===== src/design/unc_net_path_checker_top_macros.svh =====
// ----------------------------------------------------------------------------
// Assertion macros for the network path checker
// Concurrent checks clocked on the rising edge, disabled while reset is low.
// ----------------------------------------------------------------------------
`ifndef UNC_NET_PATH_CHECKER_TOP_MACROS_SVH
`define UNC_NET_PATH_CHECKER_TOP_MACROS_SVH

`ifndef ASSERT_OFF

// plain property check
`define NPC_ASSERT(lbl, clk, rst_n, prop) \
	lbl: assert property (@(posedge clk) disable iff (!rst_n) (prop)) \
		else $error("npc assertion failed");

// same-cycle implication
`define NPC_ASSERT_IMPL(lbl, clk, rst_n, ante, cons) \
	lbl: assert property (@(posedge clk) disable iff (!rst_n) (ante) |-> (cons)) \
		else $error("npc implication failed");

// next-cycle implication
`define NPC_ASSERT_NEXT(lbl, clk, rst_n, ante, cons) \
	lbl: assert property (@(posedge clk) disable iff (!rst_n) (ante) |=> (cons)) \
		else $error("npc next-cycle check failed");

`else

`define NPC_ASSERT(lbl, clk, rst_n, prop)
`define NPC_ASSERT_IMPL(lbl, clk, rst_n, ante, cons)
`define NPC_ASSERT_NEXT(lbl, clk, rst_n, ante, cons)

`endif

`endif


===== src/design/npc_pkg.sv =====
// ----------------------------------------------------------------------------
// npc_pkg
// Types, register indexes and character constants of the path checker.
// ----------------------------------------------------------------------------
`default_nettype none

package npc_pkg;

	// register indexes on the configuration port
	typedef logic [1:0] cfg_idx_t;
	localparam cfg_idx_t CFG_MAX_PATH_LEN      = 2'd0;
	localparam cfg_idx_t CFG_COMPUTER_NAME_LEN = 2'd1;
	localparam cfg_idx_t CFG_SHARE_NAME_LEN    = 2'd2;

	localparam int CFG_DATA_W = 11;
	localparam int LEN_W      = 11;
	localparam int NAME_W     = 8;
	localparam int CHAR_W     = 8;

	// register reset values
	localparam logic [LEN_W-1:0]  MAX_PATH_LEN_RST      = 11'd256;
	localparam logic [NAME_W-1:0] COMPUTER_NAME_LEN_RST = 8'd15;
	localparam logic [NAME_W-1:0] SHARE_NAME_LEN_RST    = 8'd12;

	// characters
	localparam logic [CHAR_W-1:0] CHAR_NUL    = 8'h00;
	localparam logic [CHAR_W-1:0] FWD_SLASH   = 8'h2F;
	localparam logic [CHAR_W-1:0] BACK_SLASH  = 8'h5C;
	localparam logic [CHAR_W-1:0] LOWER_A     = 8'h61;
	localparam logic [CHAR_W-1:0] LOWER_Z     = 8'h7A;
	localparam logic [CHAR_W-1:0] CASE_OFFSET = 8'h20;

	localparam logic [1:0] SLASHES_START = 2'd2;
	localparam logic [1:0] SLASHES_SHARE = 2'd1;

	typedef enum logic [1:0] {
		PH_SLASH = 2'd0,
		PH_COMP  = 2'd1,
		PH_SHARE = 2'd2
	} phase_t;

	typedef struct packed {
		logic [LEN_W-1:0]  max_path_len;
		logic [NAME_W-1:0] computer_name_len;
		logic [NAME_W-1:0] share_name_len;
	} cfg_t;

	typedef struct packed {
		phase_t            phase;
		logic [1:0]        slashes_left;
		logic [NAME_W-1:0] name_left;
		logic [LEN_W-1:0]  length_left;
		logic              prev_slash;
	} path_st_t;

	typedef struct packed {
		logic [CHAR_W-1:0] out_char;
		logic              path_end;
		logic              path_bad;
	} res_t;

endpackage

`default_nettype wire


===== src/design/npc_if.sv =====
// ----------------------------------------------------------------------------
// npc_if
// Valid/ready stream channels for path bytes and translated results.
// ----------------------------------------------------------------------------
`default_nettype none

interface npc_in_if;
	logic       valid;
	logic       ready;
	logic [7:0] in_char;

	modport source (output valid, output in_char, input ready);
	modport sink   (input valid, input in_char, output ready);
endinterface

interface npc_out_if;
	logic       valid;
	logic       ready;
	logic [7:0] out_char;
	logic       path_end;
	logic       path_bad;

	modport source (output valid, output out_char, output path_end, output path_bad,
		input ready);
	modport sink   (input valid, input out_char, input path_end, input path_bad,
		output ready);
endinterface

`default_nettype wire


===== src/design/unc_net_path_checker_top.sv =====
// ----------------------------------------------------------------------------
// unc_net_path_checker_top
// Streaming checker and translator for network paths of the form \\name\share.
// ----------------------------------------------------------------------------
// Usage:
//   Bytes of a path enter on in_ch, one per transfer, ending with a zero byte.
//   Every byte gives exactly one result on out_ch: the translated byte
//   ('/' to '\', a-z raised), or a closing result with out_char zero and
//   path_end set, with path_bad set when the path was rejected.
//   After a closing result the next byte starts a new path.
//   Each byte is held in the input register, then its result in the result
//   register, from which it transfers on out_ch. Throughput: one byte per
//   cycle while out_ch does not stall; the state update between the two
//   registers is combinational.
//   When out_ch stalls, the result register holds and the input register
//   still takes one more byte; in_ch.ready then drops until out_ch drains.
//   Reset (arst_n low) empties both registers, loads the register defaults
//   (path length 256, computer name 15, share name 12) and restarts the path.
//   Registers are written through cfg_we/cfg_idx/cfg_data while the block
//   is idle; a new path length takes effect at once only before a path starts.
// ----------------------------------------------------------------------------
`default_nettype none

`include "unc_net_path_checker_top_macros.svh"

module unc_net_path_checker_top (
	input  wire logic              clk,
	input  wire logic              arst_n,
	npc_in_if.sink                 in_ch,
	npc_out_if.source              out_ch,
	input  wire logic              cfg_we,
	input  wire npc_pkg::cfg_idx_t cfg_idx,
	input  wire logic [10:0]       cfg_data
);
	import npc_pkg::*;

	logic              v_s1;
	logic [CHAR_W-1:0] char_s1;
	logic              v_s2;
	res_t              res_s2;
	res_t              res;
	logic              adv;
	logic              in_xfer;

	// stage 1 moves into the result register when that is free or draining
	assign adv          = v_s1 && (!v_s2 || out_ch.ready);
	assign in_ch.ready  = !v_s1 || adv;
	assign in_xfer      = in_ch.valid && in_ch.ready;

	npc_ctx u_ctx (
		.clk      (clk),
		.arst_n   (arst_n),
		.cfg_we   (cfg_we),
		.cfg_idx  (cfg_idx),
		.cfg_data (cfg_data),
		.commit   (adv),
		.in_char  (char_s1),
		.res      (res)
	);

	// input register
	always_ff @(posedge clk or negedge arst_n) begin
		if (!arst_n) begin
			v_s1 <= 1'b0;
		end else if (in_xfer) begin
			v_s1 <= 1'b1;
		end else if (adv) begin
			v_s1 <= 1'b0;
		end
	end

	always_ff @(posedge clk) begin
		if (in_xfer) begin
			char_s1 <= in_ch.in_char;
		end
	end

	// result register
	always_ff @(posedge clk or negedge arst_n) begin
		if (!arst_n) begin
			v_s2 <= 1'b0;
		end else if (adv) begin
			v_s2 <= 1'b1;
		end else if (out_ch.ready) begin
			v_s2 <= 1'b0;
		end
	end

	always_ff @(posedge clk) begin
		if (adv) begin
			res_s2 <= res;
		end
	end

	assign out_ch.valid    = v_s2;
	assign out_ch.out_char = res_s2.out_char;
	assign out_ch.path_end = res_s2.path_end;
	assign out_ch.path_bad = res_s2.path_bad;

	// a rejection always closes the path
	`NPC_ASSERT_IMPL(a_bad_closes, clk, arst_n, v_s2 && res_s2.path_bad, res_s2.path_end)
	// an accepted byte is never emitted as zero
	`NPC_ASSERT_IMPL(a_byte_nonzero, clk, arst_n, v_s2 && !res_s2.path_end,
		res_s2.out_char != CHAR_NUL)
	// an empty input register always takes a byte
	`NPC_ASSERT_IMPL(a_empty_ready, clk, arst_n, !v_s1, in_ch.ready)

endmodule

`default_nettype wire


===== src/design/npc_step.sv =====
// ----------------------------------------------------------------------------
// npc_step
// One byte of path parsing: translate, check budgets, give next state/result.
// ----------------------------------------------------------------------------
`default_nettype none

module npc_step (
	input  wire logic [7:0]       in_char,
	input  wire npc_pkg::path_st_t st,
	input  wire npc_pkg::cfg_t     cfg,
	output npc_pkg::path_st_t      nst,
	output npc_pkg::res_t          res
);
	import npc_pkg::*;

	logic [CHAR_W-1:0] tchar;
	logic              is_slash;
	logic              bad;
	logic              done;
	logic [NAME_W-1:0] names;
	path_st_t          upd;
	path_st_t          restart;

	// translate: forward slash to backslash, lower case raised
	always_comb begin
		priority if (in_char == FWD_SLASH) begin
			tchar = BACK_SLASH;
		end else if (in_char >= LOWER_A && in_char <= LOWER_Z) begin
			tchar = in_char - CASE_OFFSET;
		end else begin
			tchar = in_char;
		end
	end

	assign is_slash = (tchar == BACK_SLASH);

	// state after a path closes
	always_comb begin
		restart              = '0;
		restart.phase        = PH_SLASH;
		restart.slashes_left = SLASHES_START;
		restart.length_left  = cfg.max_path_len;
	end

	// budget checks and phase tracking
	always_comb begin
		bad             = 1'b0;
		names           = st.name_left;
		upd             = st;
		upd.length_left = st.length_left - 1'b1;
		upd.prev_slash  = is_slash;
		priority if (in_char == CHAR_NUL) begin
			bad = 1'b0;
		end else if (st.length_left == '0) begin
			bad = 1'b1;
		end else if (is_slash) begin
			if (st.slashes_left == 2'd0) begin
				bad = 1'b1;
			end else begin
				upd.slashes_left = st.slashes_left - 2'd1;
			end
		end else begin
			if (st.prev_slash) begin
				if (st.slashes_left != 2'd0) begin
					bad = 1'b1;
				end else begin
					unique case (st.phase)
						PH_SLASH: begin
							upd.phase        = PH_COMP;
							names            = cfg.computer_name_len;
							upd.slashes_left = SLASHES_SHARE;
						end
						PH_COMP: begin
							upd.phase        = PH_SHARE;
							names            = cfg.share_name_len;
							upd.slashes_left = 2'd0;
						end
						default: begin
							upd.phase = st.phase;
						end
					endcase
				end
			end
			if (!bad) begin
				if (names == '0) begin
					bad = 1'b1;
				end else begin
					upd.name_left = names - 1'b1;
				end
			end
		end
	end

	assign done = (in_char == CHAR_NUL) || bad;

	// result and next state
	always_comb begin
		if (done) begin
			nst          = restart;
			res.out_char = CHAR_NUL;
			res.path_end = 1'b1;
			res.path_bad = bad;
		end else begin
			nst          = upd;
			res.out_char = tchar;
			res.path_end = 1'b0;
			res.path_bad = 1'b0;
		end
	end

endmodule

`default_nettype wire


===== src/design/npc_ctx.sv =====
// ----------------------------------------------------------------------------
// npc_ctx
// Configuration registers and path state; commits one parsed byte per cycle while commit is high.
// ----------------------------------------------------------------------------
`default_nettype none

`include "unc_net_path_checker_top_macros.svh"

module npc_ctx (
	input  wire logic              clk,
	input  wire logic              arst_n,
	input  wire logic              cfg_we,
	input  wire npc_pkg::cfg_idx_t cfg_idx,
	input  wire logic [10:0]       cfg_data,
	input  wire logic              commit,
	input  wire logic [7:0]        in_char,
	output npc_pkg::res_t          res
);
	import npc_pkg::*;

	cfg_t     cfg_q;
	path_st_t st_q;
	path_st_t nst;

	npc_step u_step (
		.in_char (in_char),
		.st      (st_q),
		.cfg     (cfg_q),
		.nst     (nst),
		.res     (res)
	);

	// configuration registers
	always_ff @(posedge clk or negedge arst_n) begin
		if (!arst_n) begin
			cfg_q.max_path_len      <= MAX_PATH_LEN_RST;
			cfg_q.computer_name_len <= COMPUTER_NAME_LEN_RST;
			cfg_q.share_name_len    <= SHARE_NAME_LEN_RST;
		end else if (cfg_we) begin
			if (cfg_idx == CFG_MAX_PATH_LEN) begin
				cfg_q.max_path_len <= cfg_data[LEN_W-1:0];
			end
			if (cfg_idx == CFG_COMPUTER_NAME_LEN) begin
				cfg_q.computer_name_len <= cfg_data[NAME_W-1:0];
			end
			if (cfg_idx == CFG_SHARE_NAME_LEN) begin
				cfg_q.share_name_len <= cfg_data[NAME_W-1:0];
			end
		end
	end

	// path state; a new length limit reloads only before the first byte
	always_ff @(posedge clk or negedge arst_n) begin
		if (!arst_n) begin
			st_q <= '{phase: PH_SLASH, slashes_left: SLASHES_START, name_left: '0,
				length_left: MAX_PATH_LEN_RST, prev_slash: 1'b0};
		end else if (commit) begin
			st_q <= nst;
		end else if (cfg_we && cfg_idx == CFG_MAX_PATH_LEN && st_q.phase == PH_SLASH
				&& st_q.slashes_left == SLASHES_START) begin
			st_q.length_left <= cfg_data[LEN_W-1:0];
		end
	end

	// a closed path leaves the start state behind
	`NPC_ASSERT_NEXT(a_end_restarts, clk, arst_n, commit && res.path_end,
		st_q.phase == PH_SLASH && st_q.slashes_left == SLASHES_START && !st_q.prev_slash)
	// no slash is ever taken inside the share name
	`NPC_ASSERT_IMPL(a_share_no_slash, clk, arst_n, st_q.prev_slash, st_q.phase != PH_SHARE)
	// the leading slashes carry no name budget
	`NPC_ASSERT_IMPL(a_slash_no_budget, clk, arst_n, st_q.phase == PH_SLASH, st_q.name_left == '0)

endmodule

`default_nettype wire

===== src/flat_wrapper.sv =====
// flat-port wrapper written by rule: the top's interface ports become plain ports
module unc_net_path_checker_top_flat import npc_pkg::*;
  (clk, arst_n, cfg_we, cfg_idx, cfg_data, in_ch_valid, in_ch_in_char, in_ch_ready, out_ch_valid, out_ch_out_char, out_ch_path_end, out_ch_path_bad, out_ch_ready);
  npc_in_if in_ch_i ();
  npc_out_if out_ch_i ();
  input  wire logic clk;
  input  wire logic arst_n;
  input  wire logic cfg_we;
  input  wire npc_pkg::cfg_idx_t cfg_idx;
  input  wire logic [10:0] cfg_data;
  input wire logic [$bits(in_ch_i.valid)-1:0] in_ch_valid;
  input wire logic [$bits(in_ch_i.in_char)-1:0] in_ch_in_char;
  output wire logic [$bits(in_ch_i.ready)-1:0] in_ch_ready;
  output wire logic [$bits(out_ch_i.valid)-1:0] out_ch_valid;
  output wire logic [$bits(out_ch_i.out_char)-1:0] out_ch_out_char;
  output wire logic [$bits(out_ch_i.path_end)-1:0] out_ch_path_end;
  output wire logic [$bits(out_ch_i.path_bad)-1:0] out_ch_path_bad;
  input wire logic [$bits(out_ch_i.ready)-1:0] out_ch_ready;
  assign in_ch_i.valid = in_ch_valid;
  assign in_ch_i.in_char = in_ch_in_char;
  assign in_ch_ready = in_ch_i.ready;
  assign out_ch_valid = out_ch_i.valid;
  assign out_ch_out_char = out_ch_i.out_char;
  assign out_ch_path_end = out_ch_i.path_end;
  assign out_ch_path_bad = out_ch_i.path_bad;
  assign out_ch_i.ready = out_ch_ready;
  unc_net_path_checker_top u_core (.clk(clk), .arst_n(arst_n), .in_ch(in_ch_i), .out_ch(out_ch_i), .cfg_we(cfg_we), .cfg_idx(cfg_idx), .cfg_data(cfg_data));
endmodule

===== config.mk =====
export PLATFORM = sky130hd
export DESIGN_NAME = unc_net_path_checker_top_flat
export DESIGN_NICKNAME = d
export VERILOG_FILES = /design/src/design/npc_pkg.sv /design/src/design/npc_if.sv /design/src/design/unc_net_path_checker_top.sv /design/src/design/npc_step.sv /design/src/design/npc_ctx.sv /design/src/flat_wrapper.sv
export VERILOG_INCLUDE_DIRS = /design/src /design/src/design
export SDC_FILE = /design/constraint.sdc
export NUM_CORES = 1
export LEC_CHECK = 0
export ABC_AREA = 1
export ABC_CLOCK_PERIOD_IN_PS = 4430
export BUFFER_PORTS_ARGS = -buffer_cell sky130_fd_sc_hd__buf_2
export CAP_MARGIN = 25
export CORE_ASPECT_RATIO = 0.8
export CORE_MARGIN = 2
export CORE_UTILIZATION = 60
export CTS_CLUSTER_DIAMETER = 40
export CTS_CLUSTER_SIZE = 25
export DETAILED_ROUTE_END_ITERATION = 6
export PLACE_DENSITY_LB_ADDON = 0.25
export SLEW_MARGIN = 20
export SYNTH_ARGS = -nofsm -noshare
export SYNTH_HDL_FRONTEND = slang
export SYNTH_SLANG_ARGS = --single-unit

===== constraint.sdc =====
create_clock -name clk -period 4.43 [get_ports clk]
set_input_delay 0 -clock clk [delete_from_list [all_inputs] [get_ports clk]]
set_output_delay 0 -clock clk [all_outputs]
set_load 0.005 [all_outputs]

==> reports/results.txt, run 1 <==
area fraction in compound gates after synthesis: 10.7%
final count of pins violating max slew: 0
top cells by area, synth: dfrtp_1, edfxtp_1, nand2_1
total grt overflow: 0
Placeable Area: 6280 um2
beginning of the worst hold path: cfg_idx[1]
post-DP HPWL: 5740 um
met2 routed WL: 3920 um
Pleak: 2.19 nW
Yosys reg bits: 71
Met1 Wirelength: 4000 um
most frequent cells after synthesis: nand2_1, inv_1, dfrtp_1, nor2_1, o21ai_0
Max VDD drop: 319 uV
final setup vio count: 0
post-synth cell types: 42
CP Max Fanout: 25
setup_tns: 0 ns
vias per cell: 5.31
number of synthesized flops with an enable pin: 18
final hold vios: 0
Critical Path Sink Type: flop
Worst setup SP type: flop
post-synth top area cell: dfrtp_1
H-Tree Depth: 3
vias in the first global route: 3021
# DRC: 0
DIE WIDTH: 93.5 um
Cell Count, Final, Fillers Out: 629
total CTS buffers: 9
antenna violations before repair: 0
main combinational cell family by area after synthesis: simple AND/OR/NAND/NOR gates
Yosys warning count: 0
Post-Synth Adder-Cell Area: 1.63%
first-pass GRT wire length: 14200 um
period utilization: 71.6%
share of cells above drive strength 1: 16.7%
DRT iter0 DRCs: 196
Gate Count Post-Synth: 481
router iterations before antenna repair: 5
placed cells: 589
Worst Max-Slew Pin Slew: 0.663 ns
I/O pin count: 38
number of I/O port buffers: 37
post-layout min period: 3.17 ns
Synth top area share: 28.6%
clk slew on worst S/H paths: 0.07 ns
# diodes: 0
HP Class: input port to flop
register area share after synthesis: 48.8%
global placer's final weighted congestion: 0.920
Worst EP required: 4.70 ns
Initial Util: 61.3%
Post-Synth Simple-Gate Area: 28.7%
outcome: completed
worst reg2reg path startpoint: u_core.u_ctx.st_q[21]
Fmax: 0.315 GHz
row count: 26
Via Count: 3342
DP Area: 4080 um2
post-placement setup slack: 1.28 ns
critical path type: flop to flop
Async SR Flop Fraction: 74.6%
area grow syn2layout: 17.6%
chip height: 75.6 um
largest net degree at the start of global routing: 54
top-count cell post-synth: nand2_1
synthesized cell area: 3850 um2
CTS tree: done
Pwr per Cell Area: 589 nW/um2
# resized after CTS: 0
Root Buffer Master: clkbuf_8
clk_lat worst skew: 0.36 ns
post-route ant nets: 0
XOR/XNOR Fraction of Synth Area: 2.05%
leading register cell type out of synthesis: dfrtp_1
Critical Path AT: 3.45 ns
Critical Path Source: u_core.u_ctx.st_q[21]
Syn Nets: 512
CTS Sinks: 71
Final Cell Area: 4520 um2
Tot Pwr: 2.66 mW
WL final: 8570 um
Slew HR: 55.8%
RSZ-0062 raised after global routing: false
Final #Nets: 571
Clock Path Buffers: 2
Mapped Avg Cell Area: 8.00 um2
DR WL/cell: 13.6 um
Die ar.: 7070 um2
Top Layer Used: met4
multiplexer area fraction after synthesis: 0.293%
GRT Overall Usage: 26.4%
Max Cap Viol: 0
met3 WL: 507 um
hold_buf cts: 23
Setup Buffers After CTS: 0
Worst Skew: 0.0122 ns
Worst Setup Slack, final: 1.26 ns
-- per-stage QoR --
stage | util (%) | hold slack, ns
global placement | 65.0 | 0.163
global route | 72.1 | 0.189
finish | 72.1 | 0.137
CTS | 71.8 | 0.134
floorplan | - | -0.296
detailed placement | 65.0 | 0.151
-- cells in the final DEF, fill, tap and decap left out, types with 2 or more instances in the layout --
| master | count |
|---|---|
| nor2_1 | 44 |
| buf_4 | 2 |
| nor2_4 | 2 |
| ha_1 | 5 |
| edfxtp_1 | 18 |
| nand2_2 | 6 |
| inv_2 | 7 |
| xor2_1 | 6 |
| a21oi_1 | 13 |
| nand4_1 | 15 |
| nand2_1 | 132 |
| dfstp_2 | 9 |
| clkbuf_8 | 10 |
| nand3_1 | 32 |
| nand3_4 | 2 |
| clkinv_2 | 2 |
| clkinv_4 | 2 |
| o21ai_0 | 40 |
| buf_2 | 37 |
| inv_1 | 54 |
| dfrtp_1 | 44 |
| xnor2_1 | 3 |
| nor3_1 | 3 |
| o21ai_1 | 12 |
| dlygate4sd3_1 | 23 |
| nand2_4 | 2 |
-- logic make-up after synthesis --
family                   Yosys count
AND/OR/NAND/NOR                  245
flip-flops                        71
XOR/XNOR                           9
multiplexers                       1
adder cells (fa/ha/maj)            5
buffers and inverters             76
AO/OA/AOI/OAI                     74
-- routing by layer --
layer	up-vias	GRT usage, %
met5	-	0
met4	0	9.64
met3	17	5.84
met2	106	42.0
met1	1538	36.3
li1	1681	-
-- sequential cells by signal, summed over array words and instances, names as in the netlist --
| register | count |
|---|---|
| u_core.u_ctx.st_q | 24 |
| u_core.u_ctx.cfg_q | 27 |
| u_core.out_ch.valid | 1 |
| u_core.out_ch.path_end | 1 |
| u_core.char_s1 | 8 |
| u_core.v_s1 | 1 |
| u_core.out_ch.path_bad | 1 |
| u_core.out_ch.out_char | 8 |
-- worst paths after layout --
check | end | depth (start not counted) | slack (ns)
hold reg to reg | u_core.u_ctx.st_q[21] | 2 | 0.49
setup / recovery | u_core.u_ctx.st_q[15] | 18 | 1.26
min in group asynchronous | u_core.u_ctx.st_q[14] | 3 | 0.29
setup reg to reg | u_core.u_ctx.st_q[15] | 18 | 1.26
hold / removal | u_core.u_ctx.cfg_q[24] | 5 | 0.14
max in group asynchronous | u_core.u_ctx.st_q[8] | 3 | 3.69
-- worst max-delay path: stages (launching register included) --
cell and delay, ns:
dfstp_2 0.54, inv_1 0.05, ha_1 0.22, nand2_1 0.09, inv_1 0.12, nand4_1 0.12
o21ai_0 0.14, ha_1 0.25, inv_1 0.09, nor2_4 0.06, nand2_1 0.07, nor2_1 0.05
nor2_1 0.11, nand2_2 0.08, nand2_4 0.15, nand3_4 0.29, o21ai_4 0.47, nand2_1 0.09
o21ai_1 0.09
-- cell type report --
| type | instances | area, um2 |
|---|---|---|
| Sequential cell | 71 | 1880 |
| Fill cell | 493 | 1750 |
| Multi-Input combinational cell | 334 | 1670 |
| Timing Repair Buffer | 63 | 445 |
| Inverter | 61 | 229 |
| Clock buffer | 11 | 141 |
| Tap cell | 84 | 105 |
| Clock inverter | 5 | 57.6 |
-- power by group --
group          switching [mW]  leakage, nW  internal [mW]
Combinational           0.715         1.28          0.421
Clock                   0.248        0.103          0.276
Sequential              0.126        0.811          0.878
Total                    1.09         2.19           1.57
No activity file was read; power rests on OpenSTA's default activity.
==> run 2: changes to the inputs <==
- ABC_CLOCK_PERIOD_IN_PS: 4430 -> 3000
- CORE_UTILIZATION: 60 -> 59
- clock period: 4.43 -> 3 ns (I/O delays scaled with it)
==> run 2 against run 1 <==
First-iteration DRC count rose by 26%. Sequential share of layout area shrank 0.93 points. Count of clock-buffer cells in the layout did not move. Fmax up 15%. Global-route usage up 1.3 points. Via count rose by 3.3%. Routed wire length increased by 9.0%. Cell count increased by 1.4%. Register-to-register slack lost 1.0 ns. Critical path type unchanged. Critical endpoint is now u_core.u_ctx.st_q[12]. Highest routed layer unchanged.
==> reports/results.txt, run 2 (synthesis gave the netlist of run 1 again) <==
max reg flops: 27 (unchanged)
Slew HR: 49.3% (-6.5 points)
Pleak: 2.24 nW (+2.0%)
GRT Overall Usage: 27.6% (+1.3 points)
placed cells: 593 (+0.68%)
final setup vio count: 0 (unchanged)
Fmax: 0.361 GHz (+15%)
CTS Sinks: 71 (unchanged)
Multi-input gate area: 1680 um2 (+0.98%)
flop-to-flop setup slack: 0.23 ns (-1.03 ns)
Top reg by flops: u_core.u_ctx.cfg_q
Seq pwr share: 36.2% (-1.5 points)
vias per cell: 5.41 (+1.8%)
register area: 1880 um2 (unchanged)
router iterations before antenna repair: 5 (unchanged)
Worst setup SP type: flop
Critical Path AT: 3.05 ns (-0.40 ns)
Largest regs: u_core.u_ctx.cfg_q (27), u_core.u_ctx.st_q (24)
chip height: 76.2 um (+0.80%)
CP Max Fanout: 15 (-40%)
Final #Nets: 580 (+1.6%)
vias in the first global route: 3295 (+9.1%)
Worst Setup Slack, final: 0.230 ns (-1.03 ns)
Cell Count, Final, Fillers Out: 638 (+1.4%)
Max VDD drop: 485 uV (+52%)
# DRC: 0 (unchanged)
Pwr per Cell Area: 891 nW/um2 (+51%)
post-placement setup slack: 0.0426 ns (-1.24 ns)
post-route ant nets: 0 (unchanged)
period utilization: 92.3% (+21 points)
Worst EP required: 3.28 ns (-1.42 ns)
CTS tree: done
clk_lat worst skew: 0.36 ns (about the same)
post-DP HPWL: 6010 um (+4.8%)
Max Cap Viol: 0 (unchanged)
Placeable Area: 6340 um2 (+1.0%)
worst setup path end: u_core.u_ctx.st_q[12]
antenna violations before repair: 0 (unchanged)
clock group share of total power: 18.6% (-1.0 points)
critical path type: flop to flop
most frequent cells in the layout: nand2_1, inv_1, dfrtp_1, nor2_1, o21ai_0
H-Tree Depth: 3 (unchanged)
Die ar.: 7180 um2 (+1.6%)
WL final: 9350 um (+9.0%)
Critical Path Source: u_core.u_ctx.st_q[21]
final hold vios: 0 (unchanged)
Worst Max-Slew Pin Slew: 0.760 ns (+0.0968 ns)
RR Endpoint: u_core.u_ctx.st_q[12]
largest net degree at the start of global routing: 35 (-35%)
Clock Path Buffers: 2 (unchanged)
row count: 26 (unchanged)
Worst Skew: 0.0146 ns (+0.00241 ns)
NetSw: 1.72 mW (+58%)
Pint: 2.40 mW (+53%)
DIE WIDTH: 94.3 um (+0.81%)
outcome: completed
Fillers: 483 (-2.0%)
# diodes: 0 (unchanged)
post-layout min period: 2.77 ns (-0.403 ns)
final count of pins violating max slew: 0 (unchanged)
total CTS buffers: 9 (unchanged)
area grow syn2layout: 20.3%
Initial Util: 60.6% (-0.63 points)
HP Class: input port to flop
Root Buffer Master: clkbuf_8
clk slew on worst S/H paths: 0.09 ns (+0.02 ns)
most common cell after layout, fill and taps aside: nand2_1
FF-to-FF path depth: 19 (+1)
DR WL/cell: 14.6 um (+7.5%)
total grt overflow: 0 (unchanged)
DRT iter0 DRCs: 246 (+26%)
Sw Ratio: 41.8% (+0.90 points)
share of cells above drive strength 1: 19.0% (+2.3 points)
combinational share of power: 45.1% (+2.5 points)
global placer's final weighted congestion: 0.967 (+5.1%)
I/O pin count: 38 (unchanged)
Via Count: 3451 (+3.3%)
first-pass GRT wire length: 15400 um (+8.2%)
worst reg2reg path startpoint: u_core.u_ctx.st_q[21]
number of I/O port buffers: 37 (unchanged)
Critical Path Sink Type: flop
[run 2: changes by cell type in the layout (fill, tap and decap cells not counted), sizes merged]
cell	before	now
bufinv	1	0
buf	40	49
clkinv	4	2
clkinvlp	0	2
inv	61	62
[run 2: power groups by stage]
stage | combinational (mW) | clock (mW) | sequential [mW]
5_1_grt | 2.10 | 0.828 | 1.52
3_5_place_dp | 1.66 | 0 | 1.49
2_1_floorplan | 1.29 | 0 | 1.45
3_3_place_gp | 1.61 | 0 | 1.49
6_report | 1.86 | 0.769 | 1.49
4_1_cts | 1.70 | 0.767 | 1.48
[run 2: what timing repair did]
| action | in CTS | in global routing |
|---|---|---|
| setup buffers | 0 | 5 |
| endpoints found under the setup margin | 0 | 25 |
| gates resized for setup | 0 | 8 |
| endpoints found under the hold margin | 69 | 0 |
| hold buffers | 23 | 0 |
[run 2: layer usage]
layer,GRT usage (%),vias to the layer above,routed length [um]
met4,7.68,0,173
li1,-,1699,-
met1,38.3,1629,4120
met2,42.9,110,4480
met5,0,-,0
met3,8.01,13,566
[run 2: critical path, stage by stage (launching register included)]
cell and delay [ns]:
dfstp_2 0.55, inv_1 0.04, ha_1 0.21, nand2_1 0.16, inv_2 0.10, nand4_1 0.14
o21ai_2 0.09, ha_1 0.21, inv_1 0.09, nor2_4 0.06, nand2_1 0.07, nor2_1 0.05
nor2_1 0.10, nand2_2 0.08, nand2_4 0.08, nand3_4 0.13, o21ai_4 0.24, buf_12 0.15
nand2_1 0.05, o21ai_1 0.07
[run 2: how the worst min path moves through the flow]
stage                from                endpoint  slack, ns  depth (start not counted)
2_1_floorplan      arst_n     u_core.out_ch.valid      -0.30                          0
3_3_place_gp       arst_n   u_core.u_ctx.st_q[17]       0.11                          1
3_5_place_dp       arst_n   u_core.u_ctx.st_q[14]       0.11                          1
4_1_cts        cfg_idx[1]  u_core.u_ctx.cfg_q[24]       0.13                          5
5_1_grt        cfg_idx[1]  u_core.u_ctx.cfg_q[24]       0.17                          5
6_report       cfg_idx[1]  u_core.u_ctx.cfg_q[24]       0.15                          5
[run 2: stage by stage]
step	util (%)	power (mW)	setup TNS (ns)	hold WS [ns]	instance area, um2
detailed placement	64.8	3.15	0	0.114	4110
global placement	64.8	3.09	0	0.110	4110
CTS	71.6	3.94	0	0.128	4540
floorplan	-	2.74	0	-0.296	3850
finish	73.0	4.12	0	0.150	4630
global route	73.0	4.44	-0.0281	0.173	4630
[run 2: cell type report]
cell class              instances  area share [%]
clock buffers                  11            3.51
clock inverters                 5           0.811
inverters                      61            5.00
multi-input cells             334            36.4
flip-flops and latches         71            40.6
well taps                      84            2.27
repair buffers                 72            11.4
